==> src/rtwe_pkg.sv <==
// ----------------------------------------------------------------------------
// rtwe_pkg: shared types and constants of the two-warrior Redcode executor
// Holds the arena word layout, request and opcode codes, and the command
// and status bundles between the controller and the datapath.
// ----------------------------------------------------------------------------
`timescale 1ns / 1ps
`default_nettype none

package rtwe_pkg;

  // Arena geometry: addresses and fields wrap at the arena size.
  localparam int unsigned AddrW     = 12;
  localparam int unsigned ArenaSize = 1 << AddrW;

  // Request kinds carried on the input tuser.
  localparam logic [1:0] ReqWrite   = 2'd0;
  localparam logic [1:0] ReqRead    = 2'd1;
  localparam logic [1:0] ReqStep    = 2'd2;
  localparam logic [1:0] ReqRestart = 2'd3;

  // Opcodes.
  localparam logic [3:0] OpDat = 4'd0;
  localparam logic [3:0] OpMov = 4'd1;
  localparam logic [3:0] OpAdd = 4'd2;
  localparam logic [3:0] OpSub = 4'd3;
  localparam logic [3:0] OpJmp = 4'd4;
  localparam logic [3:0] OpJmz = 4'd5;
  localparam logic [3:0] OpJmg = 4'd6;
  localparam logic [3:0] OpDjz = 4'd7;
  localparam logic [3:0] OpCmp = 4'd8;

  // Addressing modes.
  localparam logic [1:0] ModeImm     = 2'd0;
  localparam logic [1:0] ModeDirect  = 2'd1;
  localparam logic [1:0] ModeIndir   = 2'd2;
  localparam logic [1:0] ModeIllegal = 2'd3;

  // Game outcome codes.
  localparam logic [1:0] ResRunning   = 2'd0;
  localparam logic [1:0] ResFirstWon  = 2'd1;
  localparam logic [1:0] ResSecondWon = 2'd2;

  // One arena word, 32 bits.
  typedef struct packed {
    logic [3:0]       op;
    logic [1:0]       a_mode;
    logic [1:0]       b_mode;
    logic [AddrW-1:0] a_val;
    logic [AddrW-1:0] b_val;
  } word_t;

  // Memory address source.
  typedef enum logic [2:0] {
    AD_REQ,
    AD_PC,
    AD_PA,
    AD_PA_IND,
    AD_PB,
    AD_PB_IND,
    AD_TGT,
    AD_CLR
  } addr_sel_e;

  // Memory write data source.
  typedef enum logic [2:0] {
    WD_REQ,
    WD_DATA,
    WD_ADD,
    WD_SUB,
    WD_DEC,
    WD_ZERO
  } wd_sel_e;

  // Next program counter source.
  typedef enum logic [1:0] {
    NP_INC,
    NP_TWO,
    NP_A
  } np_sel_e;

  // Commands from the controller to the datapath.
  typedef struct packed {
    logic      mem_en;
    logic      mem_we;
    addr_sel_e addr_sel;
    wd_sel_e   wd_sel;
    logic      ld_req;
    logic      ld_rd;
    logic      set_mover;
    logic      ld_ins;
    logic      ld_data;
    logic      data_imm;
    logic      ld_tgt;
    logic      commit;
    np_sel_e   np_sel;
    logic      lose;
    logic      restart;
    logic      inc_clr;
    logic      ld_out;
  } cmd_t;

  // Status from the datapath to the controller.
  typedef struct packed {
    logic       running;
    logic [3:0] op;
    logic [1:0] a_mode;
    logic [1:0] b_mode;
    logic       rd_dat;
    logic       rd_b_zero;
    logic       rd_b_one;
    logic       cmp_eq;
    logic       imm_eq;
    logic       clr_last;
  } status_t;

  // Result beat payload without padding.
  typedef struct packed {
    logic             mover;
    logic [1:0]       outcome;
    logic [AddrW-1:0] pc_second;
    logic [AddrW-1:0] pc_first;
    logic [AddrW-1:0] read_b;
    logic [AddrW-1:0] read_a;
    logic [1:0]       read_b_mode;
    logic [1:0]       read_a_mode;
    logic [3:0]       read_op;
  } result_t;

endpackage

`default_nettype wire

==> src/rtwe_controller.sv <==
// ----------------------------------------------------------------------------
// rtwe_controller: sequencer of the Redcode executor
// Clears the arena after reset, then walks each request through its
// memory accesses and hands the result to the output register.
// ----------------------------------------------------------------------------
`timescale 1ns / 1ps
`default_nettype none

module rtwe_controller
  import rtwe_pkg::*;
(
  input  wire logic       clk_i,
  input  wire logic       rst_ni,
  input  wire logic       in_valid_i,
  output logic            in_ready_o,
  input  wire logic [1:0] req_type_i,
  output logic            out_valid_o,
  input  wire logic       out_ready_i,
  output cmd_t            cmd_o,
  input  wire status_t    status_i
);

  typedef enum logic [3:0] {
    S_CLEAR,
    S_IDLE,
    S_WR,
    S_RD,
    S_RD2,
    S_FETCH,
    S_LOAD,
    S_EXEC,
    S_AR2,
    S_AR3,
    S_BSTART,
    S_BIND,
    S_MOVW,
    S_TRD,
    S_TOP,
    S_DONE
  } state_e;

  state_e state_q, state_d;
  logic   out_valid_q, out_valid_d;
  logic   accept;
  logic   out_free;
  logic   fatal;
  logic   is_mov;

  assign accept   = in_valid_i && (state_q == S_IDLE);
  assign out_free = !out_valid_q || out_ready_i;
  assign is_mov   = (status_i.op == OpMov);

  // Instructions that end the game for the warrior that runs them.
  always_comb begin
    case (status_i.op)
      OpMov, OpAdd, OpSub:
        fatal = (status_i.a_mode == ModeIllegal) || (status_i.b_mode == ModeImm) ||
                (status_i.b_mode == ModeIllegal);
      OpCmp:
        fatal = (status_i.a_mode == ModeIllegal) || (status_i.b_mode == ModeIllegal);
      OpJmp, OpJmz, OpJmg, OpDjz:
        fatal = 1'b0;
      default:
        fatal = 1'b1;
    endcase
  end

  // Next state and commands.
  always_comb begin
    state_d = state_q;
    cmd_o   = '0;
    cmd_o.addr_sel = AD_PC;
    cmd_o.wd_sel   = WD_ZERO;
    cmd_o.np_sel   = NP_INC;
    case (state_q)
      S_CLEAR: begin
        cmd_o.mem_en   = 1'b1;
        cmd_o.mem_we   = 1'b1;
        cmd_o.addr_sel = AD_CLR;
        cmd_o.inc_clr  = 1'b1;
        if (status_i.clr_last) begin
          state_d = S_IDLE;
        end
      end
      S_IDLE: begin
        if (accept) begin
          cmd_o.ld_req = 1'b1;
          case (req_type_i)
            ReqWrite:   state_d = S_WR;
            ReqRead:    state_d = S_RD;
            ReqStep:    state_d = status_i.running ? S_FETCH : S_DONE;
            ReqRestart: begin
              cmd_o.restart = 1'b1;
              state_d = S_DONE;
            end
            default:    state_d = S_DONE;
          endcase
        end
      end
      S_WR: begin
        cmd_o.mem_en   = 1'b1;
        cmd_o.mem_we   = 1'b1;
        cmd_o.addr_sel = AD_REQ;
        cmd_o.wd_sel   = WD_REQ;
        state_d = S_DONE;
      end
      S_RD: begin
        cmd_o.mem_en   = 1'b1;
        cmd_o.addr_sel = AD_REQ;
        state_d = S_RD2;
      end
      S_RD2: begin
        cmd_o.ld_rd = 1'b1;
        state_d = S_DONE;
      end
      S_FETCH: begin
        cmd_o.mem_en    = 1'b1;
        cmd_o.addr_sel  = AD_PC;
        cmd_o.set_mover = 1'b1;
        state_d = S_LOAD;
      end
      S_LOAD: begin
        cmd_o.ld_ins = 1'b1;
        state_d = S_EXEC;
      end
      S_EXEC: begin
        if (fatal) begin
          cmd_o.lose = 1'b1;
          state_d = S_DONE;
        end else begin
          case (status_i.op)
            OpJmp: begin
              cmd_o.commit = 1'b1;
              cmd_o.np_sel = NP_A;
              state_d = S_DONE;
            end
            OpJmz, OpJmg, OpDjz: begin
              cmd_o.ld_tgt   = 1'b1;
              cmd_o.addr_sel = AD_PB;
              state_d = S_TRD;
            end
            default: begin
              // Fetch the A operand.
              if (status_i.a_mode == ModeImm) begin
                cmd_o.ld_data  = 1'b1;
                cmd_o.data_imm = 1'b1;
                state_d = S_BSTART;
              end else begin
                cmd_o.mem_en   = 1'b1;
                cmd_o.addr_sel = AD_PA;
                state_d = S_AR2;
              end
            end
          endcase
        end
      end
      S_AR2: begin
        if (status_i.a_mode == ModeDirect) begin
          cmd_o.ld_data = 1'b1;
          state_d = S_BSTART;
        end else begin
          cmd_o.mem_en   = 1'b1;
          cmd_o.addr_sel = AD_PA_IND;
          state_d = S_AR3;
        end
      end
      S_AR3: begin
        cmd_o.ld_data = 1'b1;
        state_d = S_BSTART;
      end
      S_BSTART: begin
        // Locate the B operand.
        if (status_i.b_mode == ModeImm) begin
          cmd_o.commit = 1'b1;
          cmd_o.np_sel = status_i.imm_eq ? NP_INC : NP_TWO;
          state_d = S_DONE;
        end else if (status_i.b_mode == ModeDirect) begin
          cmd_o.ld_tgt   = 1'b1;
          cmd_o.addr_sel = AD_PB;
          state_d = is_mov ? S_MOVW : S_TRD;
        end else begin
          cmd_o.mem_en   = 1'b1;
          cmd_o.addr_sel = AD_PB;
          state_d = S_BIND;
        end
      end
      S_BIND: begin
        cmd_o.ld_tgt   = 1'b1;
        cmd_o.addr_sel = AD_PB_IND;
        state_d = is_mov ? S_MOVW : S_TRD;
      end
      S_MOVW: begin
        cmd_o.mem_en   = 1'b1;
        cmd_o.mem_we   = 1'b1;
        cmd_o.addr_sel = AD_TGT;
        cmd_o.wd_sel   = WD_DATA;
        cmd_o.commit   = 1'b1;
        state_d = S_DONE;
      end
      S_TRD: begin
        cmd_o.mem_en   = 1'b1;
        cmd_o.addr_sel = AD_TGT;
        state_d = S_TOP;
      end
      S_TOP: begin
        // Work on the target word and pick the next counter value.
        cmd_o.addr_sel = AD_TGT;
        cmd_o.commit   = 1'b1;
        state_d = S_DONE;
        case (status_i.op)
          OpAdd: begin
            cmd_o.mem_en = 1'b1;
            cmd_o.mem_we = 1'b1;
            cmd_o.wd_sel = WD_ADD;
          end
          OpSub: begin
            cmd_o.mem_en = 1'b1;
            cmd_o.mem_we = 1'b1;
            cmd_o.wd_sel = WD_SUB;
          end
          OpJmz: begin
            cmd_o.np_sel = (status_i.rd_dat && status_i.rd_b_zero) ? NP_A : NP_INC;
          end
          OpJmg: begin
            cmd_o.np_sel = (status_i.rd_dat && !status_i.rd_b_zero) ? NP_A : NP_INC;
          end
          OpDjz: begin
            cmd_o.mem_en = 1'b1;
            cmd_o.mem_we = 1'b1;
            cmd_o.wd_sel = WD_DEC;
            cmd_o.np_sel = status_i.rd_b_one ? NP_A : NP_INC;
          end
          default: begin
            cmd_o.np_sel = status_i.cmp_eq ? NP_INC : NP_TWO;
          end
        endcase
      end
      S_DONE: begin
        if (out_free) begin
          cmd_o.ld_out = 1'b1;
          state_d = S_IDLE;
        end
      end
      default: state_d = S_IDLE;
    endcase
  end

  always_comb begin
    out_valid_d = out_valid_q;
    if (cmd_o.ld_out) begin
      out_valid_d = 1'b1;
    end else if (out_ready_i) begin
      out_valid_d = 1'b0;
    end
  end

  // State and output valid register.
  always_ff @(posedge clk_i or negedge rst_ni) begin
    if (!rst_ni) begin
      state_q     <= S_CLEAR;
      out_valid_q <= 1'b0;
    end else begin
      state_q     <= state_d;
      out_valid_q <= out_valid_d;
    end
  end

  assign in_ready_o  = (state_q == S_IDLE);
  assign out_valid_o = out_valid_q;

endmodule

`default_nettype wire

==> config.mk <==
export PLATFORM = sky130hd
export DESIGN_NAME = rtwe_controller
export DESIGN_NICKNAME = d
export VERILOG_FILES = /design/src/rtwe_pkg.sv /design/src/rtwe_controller.sv
export SDC_FILE = /design/constraint.sdc
export NUM_CORES = 1
export LEC_CHECK = 0
export BUFFER_PORTS_ARGS = -buffer_cell sky130_fd_sc_hd__buf_4
export CORE_MARGIN = 3
export CORE_UTILIZATION = 25
export CTS_CLUSTER_DIAMETER = 120
export CTS_CLUSTER_SIZE = 14
export DETAILED_ROUTE_END_ITERATION = 8
export GPL_TIMING_DRIVEN = 0
export PLACE_DENSITY = 0.57
export SLEW_MARGIN = 30
export SYNTH_ARGS = -nofsm -noshare
export SYNTH_HDL_FRONTEND = slang
export SYNTH_SLANG_ARGS = --single-unit
==> constraint.sdc <==
create_clock -name clk_i -period 1.74 [get_ports clk_i]
set_input_delay 0 -clock clk_i [delete_from_list [all_inputs] [get_ports clk_i]]
set_output_delay 0 -clock clk_i [all_outputs]
set_load 0.05 [all_outputs]
==> results.yml <==
pwr:
  ir_drop_v: 0.00118
  power.switching_mw: 1.81
  power_density_nw_per_um2: 1900
  p_sw_frac: 0.584
  seq_power_share: 0.076
  p_int_mw: 1.29
  pwr-share-clk: 0.070
  combPwrFrac: 0.855
  p_leak_nw: 0.704
yosys:
  ys_ff_latch: 5
  netlist_area_sq_um: 963
  yosysTopAreaCellShare: 0.130
  seq_area_frac_synth: 0.130
  yosysTopAreaCell: "dfrtp_1"
  ys_types: 46
  synthArstFlopShare: 1.00
  ys_warn_count: 0
  ys_top_cells_by_area: "dfrtp_1 (13%), o21ai_0 (6.2%), nor2_1 (6.2%), nand2_1 (5.8%), nor2b_1 (5.8%)"
  syn_inst: 145
  synth_top_flop_cell: "dfrtp_1"
  syn_nets: 166
  synth-edff-count: 0
  syn_area_per_cell_sq_um: 6.64
layout:
  antenna_cells: 0
  fillCellCount: 374
  final_common_cell: "buf_4"
  fin_cells: 249
  fin_util: 0.463
  syn_to_final_growth_pct: 69.1
  layout_common_cells: "buf_4 (52), nor2_1 (14), a21oi_1 (10), nand2_1 (10)"
  drive_gt1_frac: 0.468
  fin_nets: 225
critical_path:
  worst_setup_path_end_kind: "output pin"
  path_cells: "buf_6 -> and2b_2 -> nand2_2 -> or4_4 -> o41ai_4 -> buf_6"
  cpPeakStageDelay_ns: 0.43
  cp_num_buf_inv: 2
  crit_type: "register to output pin"
  crit_fanout: 5
  path_common_cell: "buf_6"
  crit_family: "simple AND/OR/NAND/NOR gates"
  reg2reg_slack_ns: 0.16
  crit_required_ns: 1.74
  start_kind: "register"
  crit_slowest_cell: "or4_4"
  arrival_ns: 1.75
global_routing:
  overflow: 0
  antenna_found_initial: 0
  grt_max_degree: 11
  grt_pass1_wl_um: 5960
  grt_pass1_vias: 1234
  track_usage: 0.166
floorplanning:
  io-pin-count: 45
  start_util: 0.274
  die_area_sq_um: 4630
  die_h_um: 68.1
  core-area_sq_um: 3520
  num_rows: 21
  die_x_um: 68.1
sta:
  max_clock_freq_ghz: 0.572
  relSlewSlack: 0.724
  finalWorstSetupSlack_ns: -0.00835
  rsz0062_at_grt: "yes"
  maxSlewViolCount: 0
  setup_viol_count_final: 1
  fin_tns_setup_ns: -0.00835
  finalHoldViolations: 0
  fin_crit_ns: 1.75
  finalClockSkew_ns: 0.00150
  max_slew.worst_pin.slew_ns: 0.412
  post-route-period-util: 1.00
routing:
  wl_per_cell_um: 15.5
  drtIter0Drc: 121
  wirelength_um: 3860
  via_per_inst: 5.49
  vias: 1366
  first_pass_iters: 4
  route.detailed.drc: 0
  drtAntennaViolNets: 0
run_status:
  status: "complete, but fails checks"
  failed_checks: "negative setup slack"
clocking:
  clock-sinks: 5
  cts_buffer_depth: 2
  root_buffer: "clkbuf_8"
  clkTransAtPathRegs_ns: 0.04
  cts_tree: "built"
  numCtsBuffers: 3
  htree_levels: 1
  worst_skew_pair.late_latency_ns: 0.22
place:
  globalplace.congestion: 0.857
  io_buffer_count: 44
  placedCellCount: 235
  hpwl_um: 2960
min_path:
  min_path_type: "input port to register"
run:
  cap_violations: 0
flip-flops by register name, indices dropped and copies added, names as in the netlist:
signal / cells
out_valid_o: 1
state_q: 4
per-stage QoR:
stage               total power [mW]  setup WS [ns]  area (sq um)  hold slack (ns)
global route                    3.27        -0.0549          1630           0.0254
CTS                             2.85        -0.0503          1500           0.0139
detailed placement              2.52         0.0134          1390           -0.194
finish                          3.09       -0.00835          1630           0.0132
global placement                2.54         0.0609          1390           -0.199
floorplan                       1.89         -0.178          1010           -0.296
final timing paths:
kind                        startpoint           to  cells after the start
hold reg to reg            out_valid_o  out_valid_o                      2
min in group asynchronous       rst_ni   state_q[2]                      2
setup / recovery            state_q[2]     cmd_o[4]                      6
setup reg to reg            state_q[1]   state_q[0]                      6
hold / removal             status_i[0]   state_q[0]                      3
max in group asynchronous       rst_ni   state_q[0]                      2
worst reg2reg max path: cells and delay by family, from the launching register on:
kind	cells	cell delay (ns)
buf+inv	2	0.34
compound gates	4	0.75
flops	1	0.35
timing repair:
| action | CTS | global route |
|---|---|---|
| hold endpoints to repair | 5 | 0 |
| hold buffers | 1 | 0 |
| setup endpoints to repair | 6 | 9 |
| resized for setup | 11 | 26 |
| gates cloned | 0 | 1 |
| buffers inserted | 2 | 6 |
| pin swaps | 0 | 4 |
area by class of cell:
cell class	count	area, sq um	share of cell area
Tap cell	46	57.6	0.0353
Sequential cell	5	126	0.0776
Timing Repair Buffer	54	424	0.260
Buffer	10	81.3	0.0499
Clock buffer	4	45.0	0.0276
Multi-Input combinational cell	126	873	0.536
Inverter	4	21.3	0.0131
power groups by stage:
stage          logic [mW]  registers [mW]  clock network (mW)
5_1_grt              2.79           0.245               0.231
3_5_place_dp         2.31           0.211                   0
4_1_cts              2.41           0.221               0.220
6_report             2.64           0.234               0.215
2_1_floorplan        1.66           0.232                   0
3_3_place_gp         2.33           0.209                   0
Yosys cell counts, drive strengths merged (2+ instances only):
| library cell | n |
|---|---|
| a21oi | 10 |
| a31oi | 4 |
| a32oi | 4 |
| and2 | 2 |
| and3 | 2 |
| buf | 10 |
| dfrtp | 5 |
| inv | 4 |
| nand2 | 15 |
| nand2b | 8 |
| nand3 | 3 |
| nor2 | 17 |
| nor2b | 9 |
| nor3 | 6 |
| o211ai | 4 |
| o21a | 2 |
| o21ai | 12 |
| o22ai | 2 |
| o31ai | 2 |
| or3 | 2 |
layer usage:
layer,GRT usage,up-vias,share of wire
met4,0.0422,0,0.015
li1,-,654,-
met1,0.238,629,0.43
met2,0.255,75,0.46
met5,0,-,0
met3,0.0263,8,0.089
cells by family (layout without fill, tap and decap cells):
logic type	Yosys count	in the layout	synth area share
simple gates	73	73	0.417
buf+inv	14	72	0.0779
flops	5	5	0.130
xor+xnor	1	1	0.00909
compound gates	52	52	0.366
Note: power is estimated with default switching activity, not from simulation.
